File: src/design/bae_pkg.sv
// ----------------------------------------------------------------------------
// bae_pkg: shared types and constants for the button edge / auto-repeat block
// Holds the sizing constants, the hold-count cell record, the remainder unit
// status record, the register indexes and the sequencer states.
// ----------------------------------------------------------------------------
package bae_pkg;

  localparam int BTN_CNT = 16;                 // buttons with a hold counter
  localparam int WORD_W  = 16;                 // width of the button word
  localparam int CNT_W   = 8;                  // hold counter width
  localparam int IDX_W   = (BTN_CNT > 1) ? $clog2(BTN_CNT) : 1;

  localparam logic [CNT_W-1:0] CNT_MAX       = '1;
  localparam logic [CNT_W-1:0] DELAY_RESET   = CNT_W'(18);
  localparam logic [CNT_W-1:0] PERIOD_RESET  = CNT_W'(5);
  localparam int               MOD_STEPS     = CNT_W;
  localparam int               MOD_CNT_W     = (MOD_STEPS > 1) ? $clog2(MOD_STEPS) : 1;

  typedef enum logic {
    REG_DELAY  = 1'b0,
    REG_PERIOD = 1'b1
  } bae_reg_t;

  typedef struct packed {
    logic             held;
    logic [CNT_W-1:0] count;
  } bae_cell_t;

  typedef struct packed {
    logic done;
    logic zero;
  } bae_mod_res_t;

  typedef enum logic [1:0] {
    S_IDLE,
    S_HEAD,
    S_WAIT,
    S_OUT
  } bae_state_t;

endpackage

File: src/design/bae_cell.sv
// ----------------------------------------------------------------------------
// bae_cell: one hold-count cell of the rotating ring
// Updates its counter from the new button level when a frame is taken, and
// otherwise takes its neighbor's contents when the ring advances.
// ----------------------------------------------------------------------------
module bae_cell
  import bae_pkg::*;
(
  input  logic      clk,
  input  logic      rst_n,
  input  logic      upd,
  input  logic      held_in,
  input  logic      shift,
  input  bae_cell_t nbr,
  output bae_cell_t q
);

  bae_cell_t cell_r, cell_nxt;

  always_comb begin
    cell_nxt = cell_r;
    if (upd) begin
      cell_nxt.held = held_in;
      if (!held_in) begin
        cell_nxt.count = '0;
      end else if (cell_r.count != CNT_MAX) begin
        cell_nxt.count = cell_r.count + CNT_W'(1);
      end
    end else if (shift) begin
      cell_nxt = nbr;
    end
  end

  always_ff @(posedge clk) begin
    if (!rst_n) begin
      cell_r <= '0;
    end else begin
      cell_r <= cell_nxt;
    end
  end

  assign q = cell_r;

endmodule

File: src/design/bae_mod.sv
// ----------------------------------------------------------------------------
// bae_mod: iterative remainder unit
// Restoring remainder of an 8-bit dividend by an 8-bit nonzero divisor, one
// dividend bit per cycle; reports whether the remainder is zero.
// ----------------------------------------------------------------------------
module bae_mod
  import bae_pkg::*;
(
  input  logic             clk,
  input  logic             rst_n,
  input  logic             start,
  input  logic [CNT_W-1:0] dividend,
  input  logic [CNT_W-1:0] divisor,
  output bae_mod_res_t     res
);

  logic                 busy_r, busy_nxt;
  logic [MOD_CNT_W-1:0] cnt_r, cnt_nxt;
  logic [CNT_W-1:0]     x_r, x_nxt;
  logic [CNT_W-1:0]     rem_r, rem_nxt;
  logic [CNT_W:0]       trial;
  logic [CNT_W-1:0]     rem_step;
  logic                 last;

  always_comb begin
    trial = {rem_r, x_r[CNT_W-1]};
    if (trial >= {1'b0, divisor}) begin
      rem_step = CNT_W'(trial - {1'b0, divisor});
    end else begin
      rem_step = trial[CNT_W-1:0];
    end
    last = busy_r && (cnt_r == MOD_CNT_W'(MOD_STEPS - 1));

    busy_nxt = busy_r;
    cnt_nxt  = cnt_r;
    x_nxt    = x_r;
    rem_nxt  = rem_r;
    if (start) begin
      busy_nxt = 1'b1;
      cnt_nxt  = '0;
      x_nxt    = dividend;
      rem_nxt  = '0;
    end else if (busy_r) begin
      x_nxt   = {x_r[CNT_W-2:0], 1'b0};
      rem_nxt = rem_step;
      cnt_nxt = cnt_r + MOD_CNT_W'(1);
      if (last) begin
        busy_nxt = 1'b0;
      end
    end
  end

  always_ff @(posedge clk) begin
    if (!rst_n) begin
      busy_r <= 1'b0;
      cnt_r  <= '0;
    end else begin
      busy_r <= busy_nxt;
      cnt_r  <= cnt_nxt;
    end
  end

  always_ff @(posedge clk) begin
    x_r   <= x_nxt;
    rem_r <= rem_nxt;
  end

  assign res.done = last;
  assign res.zero = (rem_step == '0);

endmodule

File: src/design/button_edge_and_autorepeat_top.sv
// ----------------------------------------------------------------------------
// button_edge_and_autorepeat_top: button edge detector with auto-repeat
// Reports held, newly pressed, newly released and auto-repeat masks for one
// sampled button word per frame.
// ----------------------------------------------------------------------------
// Usage:
//   Input channel in_valid/in_ready/in_buttons carries one button word per
//   request. Result channel out_valid/out_ready carries the four masks.
//   Registers are written through cfg_we/cfg_index/cfg_wdata while idle:
//   index 0 is the repeat delay, index 1 the repeat period (0 acts as 1).
//   A request updates all hold counters in the cycle it is taken. The
//   counters then rotate once around a ring of cells; the head cell is
//   checked each step. A button below the delay or released takes a single
//   step; a held button at or past the delay also waits for the bit-serial
//   remainder unit, which must finish before the ring advances. One request
//   is in flight at a time and in_ready is high only when idle.
//   The result sits in an output register, so a new request is taken while
//   it waits; if the receiver still stalls when the next result is done,
//   the block holds in its last step until the output register frees.
//   Reset clears previous buttons, all hold counts and the registers to
//   delay 18 and period 5.
// ----------------------------------------------------------------------------
module button_edge_and_autorepeat_top
  import bae_pkg::*;
(
  input  logic              clk,
  input  logic              rst_n,
  input  logic              in_valid,
  output logic              in_ready,
  input  logic [WORD_W-1:0] in_buttons,
  output logic              out_valid,
  input  logic              out_ready,
  output logic [WORD_W-1:0] out_held_mask,
  output logic [WORD_W-1:0] out_pressed_mask,
  output logic [WORD_W-1:0] out_released_mask,
  output logic [WORD_W-1:0] out_repeat_mask,
  input  logic              cfg_we,
  input  logic              cfg_index,
  input  logic [CNT_W-1:0]  cfg_wdata
);

  bae_state_t        state_r, state_nxt;
  logic [CNT_W-1:0]  delay_r, period_r;
  logic [WORD_W-1:0] prev_r;
  logic [WORD_W-1:0] held_r, pressed_r, released_r;
  logic [BTN_CNT-1:0] rep_r;
  logic [IDX_W-1:0]  step_r, step_nxt;
  logic              out_valid_r;

  logic              accept;
  logic              shift;
  logic              hit;
  logic              mod_start;
  logic              load_out;
  logic              eligible;
  logic              last_step;
  logic [CNT_W-1:0]  period_eff;
  logic [CNT_W-1:0]  offset;
  logic [WORD_W-1:0] rep_word;
  bae_cell_t         cell_q [BTN_CNT];
  bae_mod_res_t      mod_res;

  assign accept   = in_valid && in_ready;
  assign in_ready = (state_r == S_IDLE);

  // ring of hold-count cells; the head feeds the tail
  for (genvar i = 0; i < BTN_CNT; i++) begin : g_cell
    logic held_bit;
    if (i < WORD_W) begin : g_in
      assign held_bit = in_buttons[i];
    end else begin : g_none
      assign held_bit = 1'b0;
    end
    bae_cell u_cell (
      .clk     (clk),
      .rst_n   (rst_n),
      .upd     (accept),
      .held_in (held_bit),
      .shift   (shift),
      .nbr     (cell_q[(i + 1) % BTN_CNT]),
      .q       (cell_q[i])
    );
  end

  assign period_eff = (period_r == '0) ? CNT_W'(1) : period_r;
  assign eligible   = cell_q[0].held && (cell_q[0].count >= delay_r);
  assign offset     = cell_q[0].count - delay_r;
  assign last_step  = (step_r == IDX_W'(BTN_CNT - 1));

  bae_mod u_mod (
    .clk      (clk),
    .rst_n    (rst_n),
    .start    (mod_start),
    .dividend (offset),
    .divisor  (period_eff),
    .res      (mod_res)
  );

  always_comb begin
    state_nxt = state_r;
    step_nxt  = step_r;
    shift     = 1'b0;
    hit       = 1'b0;
    mod_start = 1'b0;
    load_out  = 1'b0;
    case (state_r)
      S_IDLE: begin
        if (accept) begin
          step_nxt  = '0;
          state_nxt = S_HEAD;
        end
      end
      S_HEAD: begin
        if (eligible) begin
          mod_start = 1'b1;
          state_nxt = S_WAIT;
        end else begin
          shift     = 1'b1;
          step_nxt  = step_r + IDX_W'(1);
          state_nxt = last_step ? S_OUT : S_HEAD;
        end
      end
      S_WAIT: begin
        if (mod_res.done) begin
          hit       = mod_res.zero;
          shift     = 1'b1;
          step_nxt  = step_r + IDX_W'(1);
          state_nxt = last_step ? S_OUT : S_HEAD;
        end
      end
      S_OUT: begin
        if (!out_valid_r || out_ready) begin
          load_out  = 1'b1;
          state_nxt = S_IDLE;
        end
      end
      default: begin
        state_nxt = S_IDLE;
      end
    endcase
  end

  always_ff @(posedge clk) begin
    if (!rst_n) begin
      state_r     <= S_IDLE;
      step_r      <= '0;
      delay_r     <= DELAY_RESET;
      period_r    <= PERIOD_RESET;
      prev_r      <= '0;
      out_valid_r <= 1'b0;
    end else begin
      state_r <= state_nxt;
      step_r  <= step_nxt;
      if (cfg_we) begin
        case (bae_reg_t'(cfg_index))
          REG_DELAY:  delay_r  <= cfg_wdata;
          REG_PERIOD: period_r <= cfg_wdata;
          default:    delay_r  <= delay_r;
        endcase
      end
      if (accept) begin
        prev_r <= in_buttons;
      end
      if (load_out) begin
        out_valid_r <= 1'b1;
      end else if (out_ready) begin
        out_valid_r <= 1'b0;
      end
    end
  end

  // repeat bits shift in behind the ring so bit k lands at position k
  for (genvar j = 0; j < WORD_W; j++) begin : g_rep
    if (j < BTN_CNT) begin : g_bit
      assign rep_word[j] = rep_r[j];
    end else begin : g_zero
      assign rep_word[j] = 1'b0;
    end
  end

  always_ff @(posedge clk) begin
    if (accept) begin
      held_r     <= in_buttons;
      pressed_r  <= in_buttons & ~prev_r;
      released_r <= prev_r & ~in_buttons;
      rep_r      <= '0;
    end else if (shift) begin
      if (BTN_CNT > 1) begin
        rep_r <= {hit, rep_r[BTN_CNT-1:1]};
      end else begin
        rep_r <= BTN_CNT'(hit);
      end
    end
    if (load_out) begin
      out_held_mask     <= held_r;
      out_pressed_mask  <= pressed_r;
      out_released_mask <= released_r;
      out_repeat_mask   <= pressed_r | rep_word;
    end
  end

  assign out_valid = out_valid_r;

  a_accept_starts: assert property (@(posedge clk) disable iff (!rst_n)
    accept |=> (state_r == S_HEAD) && (step_r == '0) && (rep_r == '0))
    else $error("request did not restart the ring walk");

  a_repeat_has_press: assert property (@(posedge clk) disable iff (!rst_n)
    out_valid_r |-> ((out_pressed_mask & ~out_repeat_mask) == '0))
    else $error("new press missing from repeat mask");

  a_held_vs_released: assert property (@(posedge clk) disable iff (!rst_n)
    out_valid_r |-> ((out_held_mask & out_released_mask) == '0))
    else $error("button both held and released");

  a_mod_only_head: assert property (@(posedge clk) disable iff (!rst_n)
    mod_start |=> (state_r == S_WAIT))
    else $error("remainder started outside head step");

endmodule

File: config.mk
export PLATFORM = sky130hd
export DESIGN_NAME = button_edge_and_autorepeat_top
export DESIGN_NICKNAME = d
export VERILOG_FILES = /design/src/design/bae_pkg.sv /design/src/design/bae_cell.sv /design/src/design/bae_mod.sv /design/src/design/button_edge_and_autorepeat_top.sv
export SDC_FILE = /design/constraint.sdc
export NUM_CORES = 1
export LEC_CHECK = 0
export BUFFER_PORTS_ARGS = -buffer_cell sky130_fd_sc_hd__buf_2
export CAP_MARGIN = 20
export CORE_ASPECT_RATIO = 1.25
export CORE_MARGIN = 2
export CORE_UTILIZATION = 45
export DETAILED_ROUTE_END_ITERATION = 8
export GPL_TIMING_DRIVEN = 0
export HOLD_SLACK_MARGIN = 0.1
export PLACE_DENSITY = 0.69
export SLEW_MARGIN = 20
export SYNTH_ARGS = -nofsm -noshare
export SYNTH_HDL_FRONTEND = slang
export SYNTH_HIERARCHICAL = 1
export SYNTH_SLANG_ARGS = --single-unit
File: constraint.sdc
create_clock -name clk -period 4.81 [get_ports clk]
set_input_delay 0.962 -clock clk [delete_from_list [all_inputs] [get_ports clk]]
set_output_delay 0.962 -clock clk [all_outputs]
set_load 0.03 [all_outputs]
==> key figures <==
Global route
  • Initial antenna violation count: 0
  • GR Util met1: 0.255
  • Vias in the first global route: 13400
  • All-layer global routing usage: 0.204
  • GR Layer Usage met2: 0.350
  • Largest net degree at the start of global routing: 52
  • First-pass GRT wire length: approximately 66000 um
  • GR Util met3: 0.0338
  • GR peak layer: met2
  • GR Overflow Total: 0

Detailed routing
  • DR pass1 iterations: 6
  • Drt initial violations: about 1100
  • WL final: just over 40000 um
  • Vias: ~14000
  • # DRC: 0
  • Vias per Instance: 5.82
  • Routed Antenna Nets: 0
  • Routed length per instance: roughly 17 um

Clock network
  • Clock sink count: approximately 330
  • TritonCTS clock tree: done
  • CTS H-tree lvls: 2
  • Max Buffers Root-to-Sink: 3
  • Cts repair resizes: 0
  • CTS clock-pin slew for the worst setup and hold paths: about 60 ps
  • TritonCTS Buffers: 36
  • Root Buffer: clkbuf_16
  • Clk_lat worst skew: roughly 520 ps
  • # hold bufs at CTS: 0
  • Setup Buffers After CTS: 0

STA
  • Final Setup Violations: 0
  • Slew headroom: 0.376
  • Clock Skew: ~13 ps
  • Period utilization: 0.751
  • Fin. max-slew vios: 0
  • Final hold violations: 0
  • Worst slew pin tran: between 900 and 1000 ps
  • Min Tclk post-route: ~3600 ps
  • Peak Freq: 277 MHz
  • Final worst setup slack: 1200 ps
  • Setup TNS: 0 ps
  • Unrepaired setup endpoints after global routing: false

Synth
  • Cell taking the most area after synthesis: dfxtp_1
  • Ys async rst share: 0
  • Cell with the most instances after synthesis: dfxtp_1
  • Yosys Warn Count: 6
  • Synth area leaders: dfxtp_1, edfxtp_1, nand2_1
  • Yosys reg bits: ~330
  • Post-synth EDFFs: 120
  • Sequential area share after synthesis: 0.466
  • Post-Synthesis Cells: around 1800
  • Net count after synthesis: between 1500 and 2000
  • Cell Area, Synth: between 15000 and 20000 um^2
  • Unique masters post-synth: 64
  • Top FF cell, synth: dfxtp_1
  • Syn Area/Cell: ~9.6 um^2
  • Share of the synthesized area in the top cell type: 0.252
  • Post-synth top cells: dfxtp_1, nand2_1, edfxtp_1, nand3_1, o21ai_0

Placed design
  • GPL Wtd Cong: around 0.9
  • Port bufs: between 90 and 100
  • DP Area: between 15000 and 20000 um^2
  • Place WS: 1160 ps
  • Hpwl dp: 28400 um

Min path
  • Hold Crit Class: reg2reg

Worst setup path
  • Crit path from: g_cell[0].u_cell/q[0]
  • CP max FO: 51
  • Critical path class: reg2reg
  • FF-to-FF path depth: 14
  • Worst endpoint data arrival time: 4020 ps
  • R2R Path End: g_cell[7].u_cell/q[0]
  • Reg-to-reg slack, setup: ~1200 ps
  • Critical path startpoint category: flip-flop
  • Critical R2R Launch: g_cell[0].u_cell/q[0]
  • Required time of the worst setup path: approximately 5200 ps
  • Worst setup path end: g_cell[7].u_cell/q[0]
  • CP Capture Type: flip-flop

Cells and area
  • Antenna cells: 0
  • Share of cells above drive strength 1: 0.122
  • Filler cells: 3382
  • Fin util: 0.519
  • Area Overhead vs Synth: 14.4%
  • Post-route cell area: between 15000 and 20000 um^2
  • Final net count: between 1500 and 2000

Power
  • P_leak: between 6 and 7 nW
  • PwrDens: about 400 nW/um^2
  • Peak supply drop: approximately 240 uV

Floorplan
  • Die W: about 180 um
  • Die ar.: ~39000 um^2
  • Die Ht: 220 um
  • Total core area: between 30000 and 40000 um^2
  • Top Ports: 96
  • Row cnt: 79
  • Initial cell density of the core: 0.454

Status
  • Status: complete, no violations

Run
  • Max cap viols: 0
report_power, final:
group          switching [mW]  internal, mW
sequential              0.259          3.13
clock                    1.12          1.68
combinational           0.887         0.618
total                    2.27          5.43
critical path, stage by stage (launching register included):
cell,delay (ps)
dfxtp_1,370
inv_1,70
ha_1,150
inv_1,50
fa_1,400
nand3_1,140
a31oi_1,130
o21bai_1,460
clkbuf_4,450
buf_12,290
buf_2,280
inv_1,140
o21ai_0,280
nand3_1,110
o2111a_1,140
cells by family (layout without fill, tap and decap cells):
family | count (synthesis) | after routing | synth area share
adders and majority gates | 42 | 42 | 0.0322
and+or+nand+nor | 581 | 581 | 0.171
buffers and inverters | 169 | 334 | 0.0465
AOI/OAI and AO/OA | 525 | 525 | 0.224
DFF | 331 | 331 | 0.466
xor gates and xnor gates | 59 | 59 | 0.0308
muxes | 48 | 48 | 0.0292
metal layers:
| layer | wire, um | part of all wire | vias to the layer above |
|---|---|---|---|
| li1 | - | - | 6839 |
| met1 | 17500 | 0.43 | 6663 |
| met2 | 19600 | 0.48 | 395 |
| met3 | 2010 | 0.050 | 99 |
| met4 | 1370 | 0.034 | 0 |
| met5 | 0 | 0 | - |
worst min path at each step:
stage	from	endpoint	cells past startpoint	slack (ps)
6_report	held_r[14]	out_held_mask[14]	0	420
5_1_grt	held_r[3]	out_held_mask[3]	0	420
4_1_cts	released_r[7]	out_released_mask[7]	0	420
3_5_place_dp	released_r[7]	out_released_mask[7]	0	410
3_3_place_gp	held_r[15]	out_held_mask[15]	0	400
2_1_floorplan	held_r[0]	out_held_mask[0]	0	400
flip-flops by register name (all words and copies together), names as in the netlist:
register,flops
g_cell.u_cell/q,144
held_r,16
out_held_mask,16
out_pressed_mask,16
out_released_mask,16
out_repeat_mask,16
pressed_r,16
prev_r,16
released_r,16
rep_r,16
delay_r,8
period_r,8
u_mod/rem_r,8
u_mod/x_r,8
step_r,4
u_mod/cnt_r,3
state_r,2
out_valid,1
u_mod/busy_r,1
cell usage in the layout, fill, tap and decap left out, types with 6 or more instances in the layout:
master and n:
dfxtp_1 211, o221a_1 16, o211a_1 16, or2_2 18
clkinv_2 9, o21ai_1 37, o2111a_1 17, buf_12 6
clkbuf_1 39, a21boi_1 30, a21oi_1 39, o22a_1 32
nand4_1 35, a31oi_1 20, edfxtp_1 120, a311oi_1 50
inv_1 92, nand2_1 169, a211oi_1 71, o21ai_0 115
mux2i_1 40, xor2_1 34, or3_1 32, buf_6 16
o22ai_1 35, nand2b_1 19, nor2b_1 87, a2bb2oi_1 16
clkbuf_16 37, ha_1 40, mux2_2 8, xnor2_1 25
buf_2 112, nor2_1 80, nand3_1 120
per-stage QoR:
step / std cells / hold WS, ps / power, mW
after floorplan: 1755 / 400 / 4.52
after global placement: 2336 / 401 / 4.88
after detailed placement: 2342 / 405 / 4.93
after CTS: 2406 / 420 / 7.74
after global routing: 2406 / 421 / 8.08
final: 2406 / 418 / 7.70
layout make-up:
class                      count  area, um^2  share of cell area
multi-input combinational   1255        8190               0.426
sequential                   331        7830               0.408
clock buffer                  41         941              0.0490
tap                          486         608              0.0317
timing repair buffer         101         598              0.0311
buffer                        75         435              0.0227
inverter                      94         353              0.0184
clock inverter                23         253              0.0132
(Power assumes the default switching activity.)
